===== src/rtl/sm83_pkg.sv =====
package sm83_pkg;

    // One bus request as it leaves the core
    typedef struct packed {
        logic        bus_write;
        logic [15:0] bus_address;
        logic [7:0]  write_data;
        logic        instr_done;
        logic [4:0]  instr_cycles;
        logic        fault;
        logic [7:0]  acc_value;
        logic [3:0]  flag_bits;
        logic        end_of_run;
    } t_result;

    // Input word kinds
    localparam logic FUNC_START = 1'b0;
    localparam logic FUNC_DATA  = 1'b1;

    // Implemented opcodes
    localparam logic [7:0] OP_NOP     = 8'h00;
    localparam logic [7:0] OP_DEC_B   = 8'h05;
    localparam logic [7:0] OP_LD_B_N  = 8'h06;
    localparam logic [7:0] OP_DEC_C   = 8'h0D;
    localparam logic [7:0] OP_LD_C_N  = 8'h0E;
    localparam logic [7:0] OP_JR_NZ   = 8'h20;
    localparam logic [7:0] OP_LD_HL   = 8'h21;
    localparam logic [7:0] OP_LDD_HL  = 8'h32;
    localparam logic [7:0] OP_LD_A_N  = 8'h3E;
    localparam logic [7:0] OP_XOR_A   = 8'hAF;
    localparam logic [7:0] OP_JP      = 8'hC3;
    localparam logic [7:0] OP_LDH_ST  = 8'hE0;
    localparam logic [7:0] OP_LDH_LD  = 8'hF0;
    localparam logic [7:0] OP_DI      = 8'hF3;
    localparam logic [7:0] OP_CP_N    = 8'hFE;

    // Flag bit positions in the 4-bit flag word
    localparam int FL_Z = 3;
    localparam int FL_N = 2;
    localparam int FL_H = 1;
    localparam int FL_C = 0;

    // High-page base for LDH
    localparam logic [7:0] HIGH_PAGE = 8'hFF;

    // Register values after reset
    localparam logic [7:0]  RST_ACC   = 8'h01;
    localparam logic [3:0]  RST_FLAGS = 4'hB;
    localparam logic [7:0]  RST_B     = 8'h00;
    localparam logic [7:0]  RST_C     = 8'h13;
    localparam logic [7:0]  RST_H     = 8'h01;
    localparam logic [7:0]  RST_L     = 8'h4D;
    localparam logic [15:0] RST_PC    = 16'h0100;

    // Result queue geometry
    localparam int OUTQ_DEPTH = 4;
    localparam int OUTQ_AW    = 2;
    localparam int OUTQ_CW    = 3;
    // room for the two results of a store instruction
    localparam logic [OUTQ_CW-1:0] OUTQ_ROOM = OUTQ_CW'(OUTQ_DEPTH - 2);

endpackage


===== src/rtl/sm83_exec.sv =====
module sm83_exec (
    input  logic               i_clk,
    input  logic               i_rst_n,
    input  logic               i_fire,
    input  logic               i_func,
    input  logic [7:0]         i_read_data,
    output sm83_pkg::t_result  o_res0,
    output sm83_pkg::t_result  o_res1,
    output logic [1:0]         o_res_count
);

    typedef enum logic [2:0] {
        PH_IDLE,
        PH_OPCODE,
        PH_IMM8,
        PH_IMM16_LO,
        PH_IMM16_HI,
        PH_LDH_DATA
    } t_phase;

    t_phase      r_phase, n_phase;
    logic [7:0]  r_acc, n_acc;
    logic [3:0]  r_flags, n_flags;
    logic [7:0]  r_b, n_b;
    logic [7:0]  r_c, n_c;
    logic [7:0]  r_h, n_h;
    logic [7:0]  r_l, n_l;
    logic [15:0] r_pc, n_pc;
    logic [7:0]  r_op, n_op;
    logic [7:0]  r_imm_lo, n_imm_lo;
    logic        r_halted, n_halted;
    logic [15:0] r_fault_addr, n_fault_addr;

    sm83_pkg::t_result res0, res1;
    logic [1:0]        res_count;
    logic [15:0]       pc_inc;
    logic [15:0]       hl;
    logic [7:0]        dec_val;
    logic [7:0]        d;

    function automatic sm83_pkg::t_result mk_res(
        input logic        wr,
        input logic [15:0] addr,
        input logic [7:0]  data,
        input logic        done,
        input logic [4:0]  cyc,
        input logic        flt
    );
        sm83_pkg::t_result r;
        r              = '0;
        r.bus_write    = wr;
        r.bus_address  = addr;
        r.write_data   = data;
        r.instr_done   = done;
        r.instr_cycles = cyc;
        r.fault        = flt;
        return r;
    endfunction

    assign d      = i_read_data;
    assign pc_inc = r_pc + 16'd1;
    assign hl     = {r_h, r_l};

    always_comb begin
        n_phase      = r_phase;
        n_acc        = r_acc;
        n_flags      = r_flags;
        n_b          = r_b;
        n_c          = r_c;
        n_h          = r_h;
        n_l          = r_l;
        n_pc         = r_pc;
        n_op         = r_op;
        n_imm_lo     = r_imm_lo;
        n_halted     = r_halted;
        n_fault_addr = r_fault_addr;
        res0         = '0;
        res1         = '0;
        res_count    = 2'd0;
        dec_val      = 8'h00;

        if (r_halted) begin
            res0      = mk_res(1'b0, r_fault_addr, 8'h00, 1'b0, 5'd0, 1'b1);
            res_count = 2'd1;
        end else if (i_func == sm83_pkg::FUNC_START) begin
            n_phase   = PH_OPCODE;
            res0      = mk_res(1'b0, r_pc, 8'h00, 1'b0, 5'd0, 1'b0);
            res_count = 2'd1;
        end else begin
            case (r_phase)
                PH_OPCODE: begin
                    n_op      = d;
                    n_pc      = pc_inc;
                    n_phase   = PH_OPCODE;
                    res_count = 2'd1;
                    case (d)
                        sm83_pkg::OP_NOP, sm83_pkg::OP_DI: begin
                            res0 = mk_res(1'b0, pc_inc, 8'h00, 1'b1, 5'd4, 1'b0);
                        end
                        sm83_pkg::OP_DEC_B, sm83_pkg::OP_DEC_C: begin
                            dec_val = ((d == sm83_pkg::OP_DEC_B) ? r_b : r_c) - 8'd1;
                            if (d == sm83_pkg::OP_DEC_B) begin
                                n_b = dec_val;
                            end else begin
                                n_c = dec_val;
                            end
                            n_flags[sm83_pkg::FL_Z] = (dec_val == 8'h00);
                            n_flags[sm83_pkg::FL_N] = 1'b1;
                            n_flags[sm83_pkg::FL_H] = (dec_val[3:0] == 4'hF);
                            res0 = mk_res(1'b0, pc_inc, 8'h00, 1'b1, 5'd4, 1'b0);
                        end
                        sm83_pkg::OP_XOR_A: begin
                            n_acc   = 8'h00;
                            n_flags = 4'b1000;
                            res0 = mk_res(1'b0, pc_inc, 8'h00, 1'b1, 5'd4, 1'b0);
                        end
                        sm83_pkg::OP_LD_B_N, sm83_pkg::OP_LD_C_N, sm83_pkg::OP_LD_A_N,
                        sm83_pkg::OP_LDH_ST, sm83_pkg::OP_LDH_LD, sm83_pkg::OP_CP_N: begin
                            n_phase = PH_IMM8;
                            res0 = mk_res(1'b0, pc_inc, 8'h00, 1'b0, 5'd0, 1'b0);
                        end
                        sm83_pkg::OP_JR_NZ: begin
                            if (r_flags[sm83_pkg::FL_Z]) begin
                                // not taken: offset byte skipped unread
                                n_pc = r_pc + 16'd2;
                                res0 = mk_res(1'b0, r_pc + 16'd2, 8'h00, 1'b1, 5'd8, 1'b0);
                            end else begin
                                n_phase = PH_IMM8;
                                res0 = mk_res(1'b0, pc_inc, 8'h00, 1'b0, 5'd0, 1'b0);
                            end
                        end
                        sm83_pkg::OP_LD_HL, sm83_pkg::OP_JP: begin
                            n_phase = PH_IMM16_LO;
                            res0 = mk_res(1'b0, pc_inc, 8'h00, 1'b0, 5'd0, 1'b0);
                        end
                        sm83_pkg::OP_LDD_HL: begin
                            {n_h, n_l} = hl - 16'd1;
                            res0 = mk_res(1'b1, hl, r_acc, 1'b0, 5'd0, 1'b0);
                            res1 = mk_res(1'b0, pc_inc, 8'h00, 1'b1, 5'd8, 1'b0);
                            res_count = 2'd2;
                        end
                        default: begin
                            // unimplemented opcode: halt until reset
                            n_halted     = 1'b1;
                            n_phase      = PH_IDLE;
                            n_fault_addr = r_pc;
                            res0 = mk_res(1'b0, r_pc, 8'h00, 1'b0, 5'd0, 1'b1);
                        end
                    endcase
                end
                PH_IMM8: begin
                    n_pc      = pc_inc;
                    n_phase   = PH_OPCODE;
                    res_count = 2'd1;
                    case (r_op)
                        sm83_pkg::OP_LD_B_N: begin
                            n_b  = d;
                            res0 = mk_res(1'b0, pc_inc, 8'h00, 1'b1, 5'd8, 1'b0);
                        end
                        sm83_pkg::OP_LD_C_N: begin
                            n_c  = d;
                            res0 = mk_res(1'b0, pc_inc, 8'h00, 1'b1, 5'd8, 1'b0);
                        end
                        sm83_pkg::OP_LD_A_N: begin
                            n_acc = d;
                            res0  = mk_res(1'b0, pc_inc, 8'h00, 1'b1, 5'd8, 1'b0);
                        end
                        sm83_pkg::OP_JR_NZ: begin
                            n_pc = pc_inc + {{8{d[7]}}, d};
                            res0 = mk_res(1'b0, pc_inc + {{8{d[7]}}, d}, 8'h00,
                                          1'b1, 5'd12, 1'b0);
                        end
                        sm83_pkg::OP_LDH_ST: begin
                            res0 = mk_res(1'b1, {sm83_pkg::HIGH_PAGE, d}, r_acc,
                                          1'b0, 5'd0, 1'b0);
                            res1 = mk_res(1'b0, pc_inc, 8'h00, 1'b1, 5'd12, 1'b0);
                            res_count = 2'd2;
                        end
                        sm83_pkg::OP_LDH_LD: begin
                            n_phase = PH_LDH_DATA;
                            res0 = mk_res(1'b0, {sm83_pkg::HIGH_PAGE, d}, 8'h00,
                                          1'b0, 5'd0, 1'b0);
                        end
                        default: begin
                            // CP n
                            n_flags[sm83_pkg::FL_Z] = (r_acc == d);
                            n_flags[sm83_pkg::FL_N] = 1'b1;
                            n_flags[sm83_pkg::FL_H] = (r_acc[3:0] < d[3:0]);
                            n_flags[sm83_pkg::FL_C] = (r_acc < d);
                            res0 = mk_res(1'b0, pc_inc, 8'h00, 1'b1, 5'd8, 1'b0);
                        end
                    endcase
                end
                PH_IMM16_LO: begin
                    n_imm_lo  = d;
                    n_pc      = pc_inc;
                    n_phase   = PH_IMM16_HI;
                    res0      = mk_res(1'b0, pc_inc, 8'h00, 1'b0, 5'd0, 1'b0);
                    res_count = 2'd1;
                end
                PH_IMM16_HI: begin
                    n_phase   = PH_OPCODE;
                    res_count = 2'd1;
                    if (r_op == sm83_pkg::OP_LD_HL) begin
                        n_h  = d;
                        n_l  = r_imm_lo;
                        n_pc = pc_inc;
                        res0 = mk_res(1'b0, pc_inc, 8'h00, 1'b1, 5'd12, 1'b0);
                    end else begin
                        n_pc = {d, r_imm_lo};
                        res0 = mk_res(1'b0, {d, r_imm_lo}, 8'h00, 1'b1, 5'd16, 1'b0);
                    end
                end
                PH_LDH_DATA: begin
                    n_acc     = d;
                    n_phase   = PH_OPCODE;
                    res0      = mk_res(1'b0, r_pc, 8'h00, 1'b1, 5'd12, 1'b0);
                    res_count = 2'd1;
                end
                default: begin
                    // data before any start: dropped
                    res_count = 2'd0;
                end
            endcase
        end

        // both words of an item report the state after the whole step
        res0.acc_value  = n_acc;
        res0.flag_bits  = n_flags;
        res0.end_of_run = (res_count == 2'd1);
        res1.acc_value  = n_acc;
        res1.flag_bits  = n_flags;
        res1.end_of_run = 1'b1;
    end

    assign o_res0      = res0;
    assign o_res1      = res1;
    assign o_res_count = i_fire ? res_count : 2'd0;

    always_ff @(posedge i_clk) begin
        if (!i_rst_n) begin
            r_phase      <= PH_IDLE;
            r_acc        <= sm83_pkg::RST_ACC;
            r_flags      <= sm83_pkg::RST_FLAGS;
            r_b          <= sm83_pkg::RST_B;
            r_c          <= sm83_pkg::RST_C;
            r_h          <= sm83_pkg::RST_H;
            r_l          <= sm83_pkg::RST_L;
            r_pc         <= sm83_pkg::RST_PC;
            r_op         <= 8'h00;
            r_imm_lo     <= 8'h00;
            r_halted     <= 1'b0;
            r_fault_addr <= 16'h0000;
        end else if (i_fire) begin
            r_phase      <= n_phase;
            r_acc        <= n_acc;
            r_flags      <= n_flags;
            r_b          <= n_b;
            r_c          <= n_c;
            r_h          <= n_h;
            r_l          <= n_l;
            r_pc         <= n_pc;
            r_op         <= n_op;
            r_imm_lo     <= n_imm_lo;
            r_halted     <= n_halted;
            r_fault_addr <= n_fault_addr;
        end
    end

endmodule


===== src/rtl/sm83_outq.sv =====
module sm83_outq (
    input  logic               i_clk,
    input  logic               i_rst_n,
    input  logic [1:0]         i_push_count,
    input  sm83_pkg::t_result  i_push0,
    input  sm83_pkg::t_result  i_push1,
    input  logic               i_pop,
    output sm83_pkg::t_result  o_head,
    output logic               o_valid,
    output logic               o_room
);

    sm83_pkg::t_result              r_mem [sm83_pkg::OUTQ_DEPTH];
    logic [sm83_pkg::OUTQ_AW-1:0]   r_wp, n_wp;
    logic [sm83_pkg::OUTQ_AW-1:0]   r_rp, n_rp;
    logic [sm83_pkg::OUTQ_CW-1:0]   r_count, n_count;
    logic [sm83_pkg::OUTQ_AW-1:0]   wp_next;

    assign wp_next = r_wp + 1'b1;
    assign n_wp    = r_wp + i_push_count[sm83_pkg::OUTQ_AW-1:0];
    assign n_rp    = i_pop ? (r_rp + 1'b1) : r_rp;
    assign n_count = r_count + {{(sm83_pkg::OUTQ_CW-2){1'b0}}, i_push_count}
                     - {{(sm83_pkg::OUTQ_CW-1){1'b0}}, i_pop};

    assign o_head  = r_mem[r_rp];
    assign o_valid = (r_count != '0);
    assign o_room  = (r_count <= sm83_pkg::OUTQ_ROOM);

    always_ff @(posedge i_clk) begin
        if (i_push_count != 2'd0) begin
            r_mem[r_wp] <= i_push0;
        end
        if (i_push_count == 2'd2) begin
            r_mem[wp_next] <= i_push1;
        end
    end

    always_ff @(posedge i_clk) begin
        if (!i_rst_n) begin
            r_wp    <= '0;
            r_rp    <= '0;
            r_count <= '0;
        end else begin
            r_wp    <= n_wp;
            r_rp    <= n_rp;
            r_count <= n_count;
        end
    end

endmodule


===== src/rtl/sm83_cpu_subset_core.sv =====
// Channel   Direction  Handshake               Payload
// in        to core    i_in_valid/o_in_stall   i_func, i_read_data
// out       from core  o_out_valid/i_out_stall bus request, done/cycles, fault, A, flags
//
// One input word per cycle while o_in_stall is low: a word waits in the input register,
// is executed by single-pass logic against the register file, and its 0, 1 or 2 bus
// words drop into a 4-entry result queue; each word passes the input register and then
// the queue before it can leave, and a stream of stores drains at one output word per
// cycle while i_out_stall is low. Synchronous active-low reset; comes up idle.
// Once fewer than two queue slots are free the input register holds (o_in_stall).
module sm83_cpu_subset_core (
    input  logic        i_clk,
    input  logic        i_rst_n,
    // input channel
    input  logic        i_in_valid,
    output logic        o_in_stall,
    input  logic        i_func,
    input  logic [7:0]  i_read_data,
    // output channel
    output logic        o_out_valid,
    input  logic        i_out_stall,
    output logic        o_bus_write,
    output logic [15:0] o_bus_address,
    output logic [7:0]  o_write_data,
    output logic        o_instr_done,
    output logic [4:0]  o_instr_cycles,
    output logic        o_fault,
    output logic [7:0]  o_acc_value,
    output logic [3:0]  o_flag_bits,
    output logic        o_end_of_run
);

    // input register
    logic       r_in_valid, n_in_valid;
    logic       r_in_func;
    logic [7:0] r_in_data;

    logic              fire;
    logic              in_take;
    logic              q_room;
    logic              q_valid;
    logic              q_pop;
    logic [1:0]        res_count;
    sm83_pkg::t_result res0, res1, head;

    // execute when a word is waiting and the queue can hold a two-word result
    assign fire       = r_in_valid && q_room;
    assign o_in_stall = r_in_valid && !fire;
    assign in_take    = i_in_valid && !o_in_stall;
    assign n_in_valid = in_take ? 1'b1 : (fire ? 1'b0 : r_in_valid);

    always_ff @(posedge i_clk) begin
        if (!i_rst_n) begin
            r_in_valid <= 1'b0;
        end else begin
            r_in_valid <= n_in_valid;
        end
    end

    always_ff @(posedge i_clk) begin
        if (in_take) begin
            r_in_func <= i_func;
            r_in_data <= i_read_data;
        end
    end

    sm83_exec u_exec (
        .i_clk       (i_clk),
        .i_rst_n     (i_rst_n),
        .i_fire      (fire),
        .i_func      (r_in_func),
        .i_read_data (r_in_data),
        .o_res0      (res0),
        .o_res1      (res1),
        .o_res_count (res_count)
    );

    assign q_pop = q_valid && !i_out_stall;

    sm83_outq u_outq (
        .i_clk        (i_clk),
        .i_rst_n      (i_rst_n),
        .i_push_count (res_count),
        .i_push0      (res0),
        .i_push1      (res1),
        .i_pop        (q_pop),
        .o_head       (head),
        .o_valid      (q_valid),
        .o_room       (q_room)
    );

    assign o_out_valid    = q_valid;
    assign o_bus_write    = head.bus_write;
    assign o_bus_address  = head.bus_address;
    assign o_write_data   = head.write_data;
    assign o_instr_done   = head.instr_done;
    assign o_instr_cycles = head.instr_cycles;
    assign o_fault        = head.fault;
    assign o_acc_value    = head.acc_value;
    assign o_flag_bits    = head.flag_bits;
    assign o_end_of_run   = head.end_of_run;

`ifndef SYNTHESIS
    // a fault word is a plain read with no completion attached
    a_fault_word: assert property (@(posedge i_clk) disable iff (!i_rst_n)
        (o_out_valid && o_fault) |-> (!o_instr_done && !o_bus_write))
        else $error("fault word carries a write or a completion");

    // a completion is always a read that charges a nonzero cost
    a_done_word: assert property (@(posedge i_clk) disable iff (!i_rst_n)
        (o_out_valid && o_instr_done) |-> (!o_bus_write && o_instr_cycles != 5'd0))
        else $error("completion word malformed");

    // a held input word keeps its payload until it executes
    a_in_hold: assert property (@(posedge i_clk) disable iff (!i_rst_n)
        (r_in_valid && !fire) |=> (r_in_valid && $stable(r_in_data)
                                   && $stable(r_in_func)))
        else $error("input register lost a waiting word");

    // write words are never the last word of an item
    a_write_not_last: assert property (@(posedge i_clk) disable iff (!i_rst_n)
        (o_out_valid && o_bus_write) |-> !o_end_of_run)
        else $error("write word marked as last");
`endif

endmodule


===== config.mk =====
export PLATFORM = sky130hd
export DESIGN_NAME = sm83_cpu_subset_core
export DESIGN_NICKNAME = d
export VERILOG_FILES = /design/src/rtl/sm83_pkg.sv /design/src/rtl/sm83_exec.sv /design/src/rtl/sm83_outq.sv /design/src/rtl/sm83_cpu_subset_core.sv
export SDC_FILE = /design/constraint.sdc
export NUM_CORES = 1
export LEC_CHECK = 0
export BUFFER_PORTS_ARGS = -buffer_cell sky130_fd_sc_hd__buf_2
export CAP_MARGIN = 20
export CORE_MARGIN = 2
export CORE_UTILIZATION = 55
export DETAILED_ROUTE_END_ITERATION = 10
export PLACE_DENSITY = 0.78
export SYNTH_ARGS = -nofsm -noshare
export SYNTH_HDL_FRONTEND = slang
export SYNTH_HIERARCHICAL = 1
export SYNTH_SLANG_ARGS = --single-unit

===== constraint.sdc =====
create_clock -name i_clk -period 10.43 [get_ports i_clk]
set_input_delay 0.5215 -clock i_clk [delete_from_list [all_inputs] [get_ports i_clk]]
set_output_delay 0.5215 -clock i_clk [all_outputs]
set_load 0.005 [all_outputs]

==> metrics.yaml <==
dpl.hpwl_mm: 35.53
place.gp.congestion: 0.9828
start_kind: "flip-flop"
port-buffer-count: 59
dieHeight_um: 186.8
numCtsBuffers: 34
clock-sinks: 295
power_density_mw_per_mm2: 149.2
initial_core_util: 0.5620
fin_worst_skew_ns: 0.01145
cpLargestDelayFamily: "simple AND/OR/NAND/NOR gates"
grt_antenna_before_repair: 0
worst_pin_slew_ns: 1.121
power.total_mw: 2.952
grt_use_total: 0.2934
fmax_mhz: 182.1
ant_nets: 0
final_nets: 1748
die_w_um: 186.8
areaGrowthSynthToFinish_pct: 7.693
cts-root-buf: "clkbuf_16"
crit_slowest_cell: "and4bb_4"
grt_max_degree: 73
num_antenna_cells: 0
clockBufferDepth: 3
drv_slew: 0
grt_pass1_vias: 13530
setup_viol_count_final: 0
crit_chain: "or4b_1 > nor3_2 > nand2_1 > o21ai_2 > nand2_1 > nor2_1 > and4bb_4 > o21bai_4 > buf_4"
synth.ff_latch_count: 295
core_mm2: 0.03270
grt_pass1_wl_mm: 80.47
tns_ns: 0
h-tree-depth: 2
vias_per_cell: 6.493
netlist_top_cells_area: "edfxtp_1, dfxtp_1, mux2_4, mux2_1, mux4_2"
dieArea_mm2: 0.03489
worst_ep_arrival_time_ns: 5.64
synth_top_cell_area_share: 0.3088
required_ns: 10.58
ctsResizeCount: 0
cp_num_buf_inv: 1
syn_avg_cell_area_um2: 10.76
cpPeakStageDelay_ns: 1.06
path_max_fanout: 46
rsz0062_at_grt: "no"
endpoint_kind: "flip-flop"
cp_common_cell: "nand2_1"
syn_area_mm2: 0.01838
drt-initial-drc-count: 1801
hold_viol: 0
cts_hold_buf: 0
drt-wirelength-per-cell_um: 24.16
async_reset_ff_frac: 0
worstSkewPairLatency_ns: 0.52
period_needed_ns: 5.490
maxCapViolCount: 0
io_pins: 60
vdd.ir_drop.worst_uv: 146.6
min_path_type: "input pin to flip-flop"
synthCells: 1708
vias: 14040
status: "finished, final reports clean"
synth_edf_count: 189
cts_setup_buffers: 0
yosysTopAreaCell: "edfxtp_1"
drt-total-wl_mm: 52.25
fin_crit_sh: 0.5264
cts_tree: "built"
synthDistinctLibCells: 89
drc: 0
clk_pin_slew_ns: 0.06
grt-ovfl-total: 0
critical_path_class: "flip-flop to flip-flop"
cellLeakagePower_nw: 7.442
drive_above_1_share: 0.1714
synth_flop_cell: "edfxtp_1"
firstDrtPassIters: 6
std_cell_rows: 66
synth_seq_area_share: 0.4243
yosys_warnings: 6
slew_headroom: 0.2526
[per-stage QoR]
step,cell area [um^2],setup slack [ns],util,hold slack (ns),std cells
2_1_floorplan,18430,4.580,-,0.4580,1722
3_5_place_dp,18670,5.104,0.5709,0.4852,2100
4_1_cts,19780,5.051,0.6050,0.1663,2162
3_3_place_gp,18660,5.190,0.5707,0.4760,2099
5_1_grt,19790,4.683,0.6052,0.1758,2163
6_report,19790,4.940,0.6052,0.1759,2163
[routing by layer]
layer / GRT usage / up-vias / part of all wire
met5: 0 / - / 0
met1: 0.4208 / 6855 / 0.43
met2: 0.4577 / 737 / 0.45
met3: 0.05134 / 103 / 0.091
met4: 0.08486 / 0 / 0.027
li1: - / 6349 / -
[cells by family (layout without fill, tap and decap cells)]
group | after synthesis | after routing | synth area share
buffers and inverters | 191 | 190 | 0.05603
AND/OR/NAND/NOR | 480 | 480 | 0.1251
other | 2 | 16 | 0.0004086
XOR/XNOR | 48 | 48 | 0.02444
multiplexers | 272 | 272 | 0.2072
flip-flops | 295 | 295 | 0.4243
AO/OA/AOI/OAI | 380 | 380 | 0.1345
adder cells (fa/ha/maj) | 40 | 40 | 0.02805
[state kept, by name, indices dropped and copies added (netlist names), 3 cells and up, named ones only]
name                 flops
u_exec/r_flags           4
u_exec/r_c               8
u_exec/r_l               8
u_exec/r_b               8
u_exec/r_pc             16
u_exec/r_h               8
u_exec/r_fault_addr     16
r_in_data                8
u_exec/r_imm_lo          8
u_exec/r_phase           3
u_outq/r_mem           180
u_exec/r_acc             8
u_exec/r_op              8
u_outq/r_count           3
[placed cells by master, fill, tap and decap left out, types with 7 or more instances in the layout]
master	synthesis	final
o211ai_1	11	11
clkbuf_1	70	8
nand2_1	125	125
dfxtp_1	106	104
buf_4	35	26
xor2_1	19	19
mux2_1	101	101
a21o_1	13	13
o31ai_1	9	9
a211oi_1	8	7
o22ai_1	10	10
a31oi_1	20	20
mux2_4	79	79
nand3_1	29	29
a221o_1	7	7
ha_1	38	38
a221oi_1	15	15
nor2_1	171	167
buf_2	19	59
nand4_1	12	12
mux4_2	45	45
mux2i_1	47	47
clkbuf_16	0	34
nand2b_1	8	8
or3_1	14	14
inv_1	39	39
nor4_1	15	15
a21oi_1	92	92
edfxtp_1	189	189
conb_1	2	16
and2_1	18	18
and3_1	18	18
a22oi_1	19	19
xnor2_1	27	27
o21ai_0	106	105
a22o_1	10	10
nor3_1	28	28
[final timing paths]
path,from,end,slack [ns],cells after the start
worst max-delay path,u_exec/r_op[5],u_outq/r_mem[2][19],4.94,9
worst min-delay path,i_read_data[5],r_in_data[5],0.18,1
worst max register to register,u_exec/r_op[5],u_outq/r_mem[2][19],4.94,9
worst min register to register,u_exec/r_fault_addr[5],u_exec/r_fault_addr[5],0.50,2
[cell usage after synthesis (4+ instances only)]
cell type  number
a221o_1         7
o21bai_1        4
nor4_1         15
buf_1           4
nor3b_1         4
a31oi_1        20
or3_1          14
o21ai_0       106
mux2i_1        47
o211ai_1       11
nand3_1        29
nor2_1        171
a21o_1         13
o31ai_1         9
o221ai_1        6
edfxtp_1      189
mux4_2         45
inv_1          39
a22oi_1        19
dfxtp_1       106
a41oi_1         6
buf_4          35
buf_6          21
a22o_1         10
clkbuf_1       70
o21a_1          5
buf_2          19
xor2_1         19
nand4_1        12
mux2_1        101
and2_1         18
ha_1           38
nor3_1         28
nand2b_1        8
xnor2_1        27
a221oi_1       15
a211oi_1        8
o22ai_1        10
a211o_1         4
nor2b_1         6
mux2_4         79
and3_1         18
a21oi_1        92
nand2_1       125
[report_power, final]
part	switching (mW)	total [mW]	internal, mW
logic	0.199	0.413	0.214
clock network	0.493	1.20	0.705
registers	0.0680	1.34	1.27
total	0.760	2.95	2.19
[cell type report]
type	count	area, um^2
fill	2599	12910
timing repair buffer	86	498.0
inverter	42	157.7
multi-input combinational	1236	9667
clock buffer	45	922.1
tap	442	553.0
sequential	295	7802
clock inverter	17	191.4
Power figures use the tool's default switching activity.
